<file path="src/sv/gsim_pkg.sv">
// Package for the group-scaled int8 matrix-vector row engine.
// Holds the payload structs, the queue entry type, the back-end state enum
// and fixed constants. No dependencies.
package gsim_pkg;

  localparam int unsigned LANES      = 4;
  localparam int unsigned LANE_CNT_W = 3;
  localparam int unsigned LANE_SUM_W = 18;

  localparam logic signed [31:0] ACT_SCALE_RESET = 32'sd16777216;

  localparam logic [63:0] POS_LIMIT = 64'h0000_0000_7FFF_FFFF;
  localparam logic [63:0] NEG_LIMIT = 64'h0000_0000_8000_0000;
  localparam logic [63:0] ROUND_BIAS = 64'd32;

  typedef struct packed {
    logic signed [7:0]  weight_0;
    logic signed [7:0]  weight_1;
    logic signed [7:0]  weight_2;
    logic signed [7:0]  weight_3;
    logic signed [7:0]  act_0;
    logic signed [7:0]  act_1;
    logic signed [7:0]  act_2;
    logic signed [7:0]  act_3;
    logic [2:0]         lanes_valid;
    logic signed [31:0] group_scale;
    logic               last_of_group;
    logic               last_of_row;
  } gsim_in_t;

  typedef struct packed {
    logic signed [31:0] row_value;
    logic               saturated;
  } gsim_out_t;

  // One closed group handed from front to back.
  typedef struct packed {
    logic signed [31:0] dot;
    logic signed [31:0] scale;
    logic               row_end;
  } gsim_grp_t;

  typedef enum logic [2:0] {
    BK_IDLE,
    BK_GMUL,
    BK_ACC,
    BK_MAG,
    BK_PLO,
    BK_PHI,
    BK_SUM,
    BK_OUT
  } gsim_back_state_e;

endpackage

</file>
<file path="src/sv/gsim_fifo.sv">
// Short register queue of closed groups between front and back.
// Depends on gsim_pkg for the entry type.
module gsim_fifo #(
  parameter int unsigned DEPTH = 2
) (
  input  logic                clk_i,
  input  logic                rst_ni,
  input  logic                push_valid_i,
  output logic                push_ready_o,
  input  gsim_pkg::gsim_grp_t push_data_i,
  output logic                pop_valid_o,
  input  logic                pop_ready_i,
  output gsim_pkg::gsim_grp_t pop_data_o
);
  import gsim_pkg::*;

  localparam int unsigned PtrW = $clog2(DEPTH);
  localparam int unsigned CntW = $clog2(DEPTH + 1);

  gsim_grp_t       mem_q [DEPTH];
  logic [PtrW-1:0] wr_ptr_q, wr_ptr_d, rd_ptr_q, rd_ptr_d;
  logic [CntW-1:0] cnt_q, cnt_d;
  logic            do_push, do_pop;

  assign push_ready_o = (cnt_q != CntW'(DEPTH));
  assign pop_valid_o  = (cnt_q != '0);
  assign pop_data_o   = mem_q[rd_ptr_q];
  assign do_push      = push_valid_i && push_ready_o;
  assign do_pop       = pop_valid_o && pop_ready_i;

  always_comb begin
    wr_ptr_d = wr_ptr_q;
    rd_ptr_d = rd_ptr_q;
    cnt_d    = cnt_q;
    if (do_push) begin
      wr_ptr_d = (wr_ptr_q == PtrW'(DEPTH - 1)) ? '0 : wr_ptr_q + PtrW'(1);
    end
    if (do_pop) begin
      rd_ptr_d = (rd_ptr_q == PtrW'(DEPTH - 1)) ? '0 : rd_ptr_q + PtrW'(1);
    end
    if (do_push && !do_pop) begin
      cnt_d = cnt_q + CntW'(1);
    end else if (do_pop && !do_push) begin
      cnt_d = cnt_q - CntW'(1);
    end
  end

  always_ff @(posedge clk_i or negedge rst_ni) begin
    if (!rst_ni) begin
      wr_ptr_q <= '0;
      rd_ptr_q <= '0;
      cnt_q    <= '0;
    end else begin
      wr_ptr_q <= wr_ptr_d;
      rd_ptr_q <= rd_ptr_d;
      cnt_q    <= cnt_d;
    end
  end

  always_ff @(posedge clk_i) begin
    if (do_push) begin
      mem_q[wr_ptr_q] <= push_data_i;
    end
  end

endmodule

</file>
<file path="config.mk">
export PLATFORM = sky130hd
export DESIGN_NAME = gsim_fifo
export DESIGN_NICKNAME = d
export VERILOG_FILES = /design/src/sv/gsim_pkg.sv /design/src/sv/gsim_fifo.sv
export SDC_FILE = /design/constraint.sdc
export NUM_CORES = 1
export LEC_CHECK = 0
export BUFFER_PORTS_ARGS = -buffer_cell sky130_fd_sc_hd__buf_2
export CORE_MARGIN = 5
export CORE_UTILIZATION = 50
export CTS_CLUSTER_DIAMETER = 50
export DETAILED_ROUTE_END_ITERATION = 16
export PLACE_DENSITY_LB_ADDON = 0.2
export SLEW_MARGIN = 10
export SYNTH_ARGS = -nofsm -noshare
export SYNTH_HDL_FRONTEND = slang
export SYNTH_SLANG_ARGS = --single-unit
</file>
<file path="constraint.sdc">
create_clock -name clk_i -period 4.8 [get_ports clk_i]
set_clock_uncertainty 0.2 [all_clocks]
set_input_delay 0.48 -clock clk_i [delete_from_list [all_inputs] [get_ports clk_i]]
set_output_delay 0.48 -clock clk_i [all_outputs]
set_load 0.01 [all_outputs]
</file>
==> metrics.txt <==
Crit path largest cell delay around 1.2 ns; biggest area consumer among synthesized cells edfxtp_1; routability cong. a little under 0.7; maximum root-to-sink buffer count 2; vias in the first global route between 3000 and 4000; cells after synthesis between 200 and 250; worst slew margin relative to its limit 0.2600; H-tree depth 4; endpoints failing setup 0; Antenna Nets Post-Route 0; CP max stage cell dfrtp_4; Fin. Hold Viols 0; initial antenna violation count 0; drt drc 0; post-synthesis adder-cell area fraction 0.002480; largest cells by area after synthesis edfxtp_1 (77%), mux2_4 (12%), mux2_2 (5.6%); Wirelength per Cell 16.03 um; row cnt 36; final worst-path cycle share 0.6173; share of cells above drive strength 1 0.5167; sequential fraction of the synthesis area 0.7935; CP Capture Type output port; overall power roughly 4.1 mW; Die Span Y between 100 and 150 um; Area Overhead vs Synth 40.27%; family with the most delay on the worst path flip-flops; met1 Usage GRT 0.1840; synthesized flop and latch total between 100 and 150; syn nets between 200 and 300; setup_tns 0 ns; CTS Buf Count 17; grt met2 use 0.2581; Sinks on Clock Net 134; initial core utilization 0.5139; width of the chip 110.5 um; post-synth top area share 0.7736; Root Buffer clkbuf_8; Vias/cell ~4.7; WS Path Type reg2out; Slew Limit Fails 0; Bufs and invs on worst path 1; Yosys cell types 15; max-cap violations 0; Power Dens Cells just under 600 nW/um2; I/O Pins about 140; die area ~12000 um2; first-pass GRT wire length 15040 um; commonest cells after routing, fill and taps aside buf_2 (135), edfxtp_1 (130), dlygate4sd3_1 (66); gr ovfl total 0; combinational family with the most area after synthesis multiplexers; Required @ worst endpoint between 4 and 5 ns; largest net degree at the start of global routing 67; VDD IR-drop max about 0.00038 V; simple-gate portion of the synthesized area 0.006695; status completed; Slew @ Worst Pin roughly 1.1 ns; I/O Buffers around 140; TritonCTS clock tree done; reg-to-reg slack, setup around 2.3 ns; fmax around 0.34 GHz; commonest non-fill, non-tap cell in the layout buf_2; Final min period approximately 3.0 ns; Ant. Diodes 0; mapped cell area about 5000 um2; complex-gate fraction of the synthesized area 0; via count 2729; Synthesis Warnings 0; GR peak layer met2; Detailed Route WL between 9000 and 10000 um; CP arrival 2.28 ns; crit path launch type flip-flop; global routing usage on met3 0.07932; GRT Util Overall 0.1595; Nets 506; crit path cell chain mux2_2, buf_2; HP Class in2reg; Worst-path clk slew ~0.06 ns; post-DP HPWL approximately 5600 um; DRT Pass-1 Iters 4; leak pwr 2.820 nW; Worst-Skew Late Latency roughly 0.50 ns; Crit Path Max Fanout 66; core area a little under 10000 um2; mux share of post-synthesis cell area 0.1748; DRT iter0 DRCs 92; xor-xnor portion of the synthesized cell area 0.008678; Filler Cell Count about 650; mean post-synth cell area 22.94 um2; RSZ-0062 raised after global routing false
## state kept, by name, indices dropped and copies added, names as in the netlist
signal	count
cnt_q	2
rd_ptr_q	1
mem_q	130
wr_ptr_q	1
## cell families (layout without fill, tap and decap cells)
family / Yosys count / in the layout
XOR/XNOR: 5 / 5
adder cells (fa/ha/maj): 1 / 1
buffers and inverters: 8 / 237
flip-flops: 134 / 134
multiplexers: 65 / 65
AND/OR/NAND/NOR: 7 / 7
## timing repair
action	in CTS	in global routing
endpoints found under the hold margin	134	0
resized for setup	0	0
hold buffers	66	0
buffers inserted	0	0
## layout make-up
type	instances	area (um2)	area share
sequential	134	4008	0.5662
timing repair buffer	204	1359	0.1920
inverter	1	3.754	0.0005303
clock buffer	20	425.4	0.06010
multi-input combinational	78	980.9	0.1386
clock inverter	12	135.1	0.01909
tap	133	166.4	0.02351
## worst reg2reg max path, delay by kind of cell (launching register included)
family	cells	cell delay [ns]
flip-flops	1	0.40
buffers and inverters	1	0.51
AND/OR/NAND/NOR	3	1.04
## per-stage QoR
stage                     area, um2  utilization  hold slack, ns  worst slack (ns)  instances
after detailed placement       5857       0.5965         0.09025             2.229        484
after global routing           7078       0.7208         0.04158             1.727        582
after global placement         5857       0.5965         0.08818             2.245        484
after floorplan                5046            -        -0.01559            0.6947        220
after CTS                      7078       0.7208         0.03314             1.795        582
final                          7078       0.7208         0.07738             1.837        582
## synth_stat cells
master,instances
and3_1,1
buf_2,2
buf_6,5
dfrtp_1,4
edfxtp_1,130
ha_1,1
inv_1,1
mux2_2,25
mux2_4,40
nand2_1,2
nand2b_1,1
nor2_1,2
or2_2,1
xnor2_1,3
xor2_1,2
## layer usage
metal | routed length (um) | share of wire
met1 | 3886 | 0.42
met2 | 4676 | 0.50
met3 | 703 | 0.075
met4 | 62 | 0.0066
met5 | 0 | 0
## worst paths after layout
path                       depth (start not counted)            startpoint                     end
setup / recovery                                   2  rd_ptr_q$_DFFE_PN0P_          pop_data_o[64]
min in group asynchronous                          2                rst_ni    rd_ptr_q$_DFFE_PN0P_
max in group asynchronous                          2                rst_ni    rd_ptr_q$_DFFE_PN0P_
setup reg to reg                                   4  cnt_q[0]$_DFFE_PN0P_  mem_q[0][27]$_DFFE_PP_
hold / removal                                     3           pop_ready_i    rd_ptr_q$_DFFE_PN0P_
hold reg to reg                                    1  cnt_q[1]$_DFFE_PN0P_    cnt_q[1]$_DFFE_PN0P_
## where the power goes
part           switching, mW  leakage, nW  internal, mW
Clock                  0.433        0.269         0.779
Combinational          0.495         1.30         0.628
Sequential             0.203         1.25          1.60
Note: power is estimated with default switching activity, not from simulation.
