## config.mk

```make
export PLATFORM = sky130hd
export DESIGN_NAME = gsim_front
export DESIGN_NICKNAME = d
export VERILOG_FILES = /design/src/sv/gsim_pkg.sv /design/src/sv/gsim_front.sv
export SDC_FILE = /design/constraint.sdc
export NUM_CORES = 1
export LEC_CHECK = 0
export BUFFER_PORTS_ARGS = -buffer_cell sky130_fd_sc_hd__buf_2
export CAP_MARGIN = 15
export CORE_UTILIZATION = 45
export CTS_CLUSTER_SIZE = 28
export DETAILED_ROUTE_END_ITERATION = 10
export PLACE_DENSITY_LB_ADDON = 0.12
export SYNTH_ARGS = -nofsm -noshare
export SYNTH_HDL_FRONTEND = slang
export SYNTH_SLANG_ARGS = --single-unit
export TNS_END_PERCENT = 5
```

## constraint.sdc

```tcl
create_clock -name clk_i -period 106.2 [get_ports clk_i]
set_input_delay 31.86 -clock clk_i [delete_from_list [all_inputs] [get_ports clk_i]]
set_output_delay 31.86 -clock clk_i [all_outputs]
set_load 0.01 [all_outputs]
```

## src/sv/gsim_pkg.sv

```systemverilog
// Package for the group-scaled int8 matrix-vector row engine.
// Holds the payload structs, the queue entry type, the back-end state enum
// and fixed constants. No dependencies.
package gsim_pkg;

  localparam int unsigned LANES      = 4;
  localparam int unsigned LANE_CNT_W = 3;
  localparam int unsigned LANE_SUM_W = 18;

  localparam logic signed [31:0] ACT_SCALE_RESET = 32'sd16777216;

  localparam logic [63:0] POS_LIMIT = 64'h0000_0000_7FFF_FFFF;
  localparam logic [63:0] NEG_LIMIT = 64'h0000_0000_8000_0000;
  localparam logic [63:0] ROUND_BIAS = 64'd32;

  typedef struct packed {
    logic signed [7:0]  weight_0;
    logic signed [7:0]  weight_1;
    logic signed [7:0]  weight_2;
    logic signed [7:0]  weight_3;
    logic signed [7:0]  act_0;
    logic signed [7:0]  act_1;
    logic signed [7:0]  act_2;
    logic signed [7:0]  act_3;
    logic [2:0]         lanes_valid;
    logic signed [31:0] group_scale;
    logic               last_of_group;
    logic               last_of_row;
  } gsim_in_t;

  typedef struct packed {
    logic signed [31:0] row_value;
    logic               saturated;
  } gsim_out_t;

  // One closed group handed from front to back.
  typedef struct packed {
    logic signed [31:0] dot;
    logic signed [31:0] scale;
    logic               row_end;
  } gsim_grp_t;

  typedef enum logic [2:0] {
    BK_IDLE,
    BK_GMUL,
    BK_ACC,
    BK_MAG,
    BK_PLO,
    BK_PHI,
    BK_SUM,
    BK_OUT
  } gsim_back_state_e;

endpackage

```

## src/sv/gsim_front.sv

```systemverilog
// Front end: accepts input transactions, sums the lane products into the
// running group dot product and emits a queue entry at each group close.
// Depends on gsim_pkg.
module gsim_front (
  input  logic                clk_i,
  input  logic                rst_ni,
  input  logic                in_valid_i,
  output logic                in_ready_o,
  input  gsim_pkg::gsim_in_t  in_data_i,
  output logic                push_valid_o,
  input  logic                push_ready_i,
  output gsim_pkg::gsim_grp_t push_data_o
);
  import gsim_pkg::*;

  logic signed [7:0]            w      [LANES];
  logic signed [7:0]            a      [LANES];
  logic [LANE_CNT_W-1:0]        n_lanes;
  logic signed [LANE_SUM_W-1:0] lane_sum;
  logic signed [31:0]           dot_q, dot_d, dot_new;
  logic                         accept;
  logic                         grp_end;

  assign w[0] = in_data_i.weight_0;
  assign w[1] = in_data_i.weight_1;
  assign w[2] = in_data_i.weight_2;
  assign w[3] = in_data_i.weight_3;
  assign a[0] = in_data_i.act_0;
  assign a[1] = in_data_i.act_1;
  assign a[2] = in_data_i.act_2;
  assign a[3] = in_data_i.act_3;

  // Clamp lane count to the lanes that exist.
  assign n_lanes = (in_data_i.lanes_valid > LANE_CNT_W'(LANES)) ?
                   LANE_CNT_W'(LANES) : in_data_i.lanes_valid;

  always_comb begin
    lane_sum = '0;
    for (int i = 0; i < LANES; i++) begin
      if (LANE_CNT_W'(i) < n_lanes) begin
        lane_sum = lane_sum + LANE_SUM_W'(w[i] * a[i]);
      end
    end
  end

  assign in_ready_o = push_ready_i;
  assign accept     = in_valid_i && in_ready_o;
  assign grp_end    = in_data_i.last_of_group || in_data_i.last_of_row;
  assign dot_new    = dot_q + 32'(lane_sum);

  assign push_valid_o        = accept && grp_end;
  assign push_data_o.dot     = dot_new;
  assign push_data_o.scale   = in_data_i.group_scale;
  assign push_data_o.row_end = in_data_i.last_of_row;

  always_comb begin
    dot_d = dot_q;
    if (accept) begin
      dot_d = grp_end ? '0 : dot_new;
    end
  end

  always_ff @(posedge clk_i or negedge rst_ni) begin
    if (!rst_ni) begin
      dot_q <= '0;
    end else begin
      dot_q <= dot_d;
    end
  end

endmodule

```

==> results.py <==
metrics = {
    "cells_and_area": {
        "syn_to_final_growth_pct": 6.002,
        "n_antenna_cell": 0,
        "reg_top3": "dot_q: 32 flops",
        "final_common_cell": "inv_1",
        "most-common-layout-cells": "inv_1 (355), fa_1 (295), ha_1 (189), nand2_1 (152), and2_1 (147)",
        "drive_gt1_share_pct": 7.383,
        "largest_reg_flops": 32,
        "nets": 2403,
        "regMostFlops": "dot_q",
    },
    "timing": {
        "setup_violations": 0,
        "finalCritPeriodShare_pct": 76.87,
        "fmax_mhz": 12.25,
        "finClkSkew_ns": 0.005413,
        "rsz0062_at_grt": "false",
        "hold_viol": 0,
        "final.setup.tns_ns": 0,
        "slew_viol_final": 0,
        "maxSlewHeadroom_pct": 45.77,
        "fin_crit_ns": 81.63,
        "tightest_slew_ns": 0.8135,
    },
    "synthesis": {
        "synth-edff-count": 0,
        "synth.distinct_cells": 60,
        "yosysWarnings": 0,
        "async_flop_share_pct": 100.0,
        "syn_avg_cell_area_um2": 8.975,
        "syn_nets": 2347,
        "ys_seq_elements": 32,
        "ys_seq_area_share_pct": 5.075,
        "syn_area_mm2": 0.01578,
        "syn_inst": 1758,
        "synth_ff_type": "dfrtp_1",
    },
    "clock_tree": {
        "cts_resized": 0,
        "clock_latency_ns": 0.28,
        "hold_buffers": 0,
        "numClockSinks": 32,
        "cts-buffers-inserted": 5,
        "root_buffer": "clkbuf_16",
        "cts_setup_buffers": 0,
        "clock_path_buffers": 2,
        "h-tree-depth": 2,
        "cts_tree": "done",
        "path_clk_slew_ns": 0.06,
    },
    "die": {
        "fp-row-count": 68,
        "die_width_um": 189.3,
        "dieArea_mm2": 0.03582,
        "start_util_pct": 45.68,
        "dieHeight_um": 189.3,
        "core_mm2": 0.03454,
        "ios": 172,
    },
    "hold_path": {
        "min_path_type": "reg -> reg",
    },
    "drt": {
        "via_count": 11750,
        "route.detailed.wl_per_inst_um": 16.28,
        "drc": 0,
        "ant_nets": 0,
        "drt_iter0_drc": 563,
        "routed_wl_um": 36960,
        "via_per_inst": 5.174,
        "firstDrtPassIters": 5,
    },
    "worst_setup_path": {
        "cp_slowest_stage_delay_ns": 0.93,
        "worstPathRequired_ns": 74.34,
        "crit_fanout": 19,
        "endpoint_kind": "output port",
        "critical_path_class": "in -> out",
        "crit_top_cell": "fa_1",
        "slowest_stage": "xnor3_1",
        "start_kind": "input port",
        "worst_ep_arrival_time_ns": 49.77,
        "r2r_setup_slack_ns": 103.10,
    },
    "place": {
        "portBuffers": 107,
        "hpwl_um": 32710,
        "gp_routability_congestion": 0.8415,
    },
    "status": {
        "status": "complete, no violations",
    },
    "grt": {
        "grt_max_degree": 35,
        "grt_pass1_vias": 12530,
        "grt-ovfl-total": 0,
        "antenna_found_initial": 0,
        "grt_usage_pct": 22.02,
        "grt_pass1_wl_um": 63590,
    },
    "run": {
        "cap_viol_max_count": 0,
    },
}
per-stage QoR:
| stage | cell area (um^2) | instances | setup WS, ns | hold slack (ns) | util (%) |
|---|---|---|---|---|---|
| 6_report | 16730 | 2270 | 24.57 | 0.5151 | 48.42 |
| 5_1_grt | 16730 | 2270 | 23.37 | 0.5292 | 48.42 |
| 4_1_cts | 16730 | 2270 | 24.50 | 0.5172 | 48.42 |
| 3_5_place_dp | 16560 | 2262 | 24.58 | 0.5014 | 47.94 |
| 3_3_place_gp | 16560 | 2262 | 24.71 | 0.4967 | 47.94 |
| 2_1_floorplan | 15780 | 1758 | 26.25 | 0.4798 | - |
logic make-up after synthesis:
family	synth area share, %
AOI/OAI and AO/OA	11.34
and+or+nand+nor	14.57
DFF	5.075
adders and majority gates	52.41
buffers and inverters	10.73
muxes	0.9040
xor gates and xnor gates	4.972
layer usage:
metal	GRT usage [%]	share of wire (%)	wire length, um
met2	37.19	48	17610
met5	0	0	0
met1	31.98	48	17650
met4	2.233	0.96	356
met3	1.501	3.6	1343
worst max-delay path: cells and delay by family:
kind            cells  cell delay (ns)
compound gates     14             3.26
xor+xnor            7             1.79
fa+ha+maj          25            10.22
buf+inv             9             0.67
simple gates       10             1.94
cell usage after synthesis, types with 3 or more instances:
cell / count / area share, %
inv_1: 355 / 8.4
nor4b_1: 3 / 0.17
nand3_1: 10 / 0.32
a41oi_1: 3 / 0.17
xnor2_1: 65 / 3.6
o21ai_0: 29 / 0.92
a2111o_1: 4 / 0.29
nor2b_1: 10 / 0.40
dfrtp_1: 32 / 5.1
a211oi_1: 15 / 0.71
nand2_1: 152 / 3.6
a22o_1: 32 / 1.8
a21boi_0: 3 / 0.14
mux2_2: 10 / 0.71
o211ai_1: 9 / 0.43
a31oi_1: 12 / 0.48
and2_1: 147 / 5.8
a21o_1: 23 / 1.1
nor2_1: 59 / 1.4
clkbuf_1: 26 / 0.62
a21boi_1: 4 / 0.19
fa_1: 295 / 37
buf_4: 34 / 1.6
nor3_1: 12 / 0.38
and4_1: 3 / 0.17
nand2b_1: 33 / 1.3
o21ai_1: 38 / 1.2
mux2i_1: 3 / 0.19
o21bai_1: 8 / 0.38
a21oi_1: 67 / 2.1
o21a_1: 7 / 0.33
xor2_1: 22 / 1.2
and3_1: 9 / 0.36
nand4_1: 3 / 0.12
ha_1: 189 / 15
worst paths after layout:
kind                               start              end  cells after the start
max reg2reg                     dot_q[0]        dot_q[30]                     11
min reg2reg                     dot_q[6]         dot_q[6]                      1
max                        in_data_i[61]  push_data_o[64]                     65
min in group asynchronous         rst_ni        dot_q[13]                      1
min                             dot_q[6]         dot_q[6]                      1
max in group asynchronous         rst_ni         dot_q[7]                      1
cell type report:
type	count	area [um^2]
clock buffers	5	125.1
repair buffers	111	565.5
fillers	3431	17820
well taps	455	569.3
flip-flops and latches	32	800.8
clock inverters	3	42.54
inverters	355	1333
multi-input cells	1309	13290
Power is not shown: default switching activity piles up to over one toggle a cycle in this logic, so the estimate is an artifact.
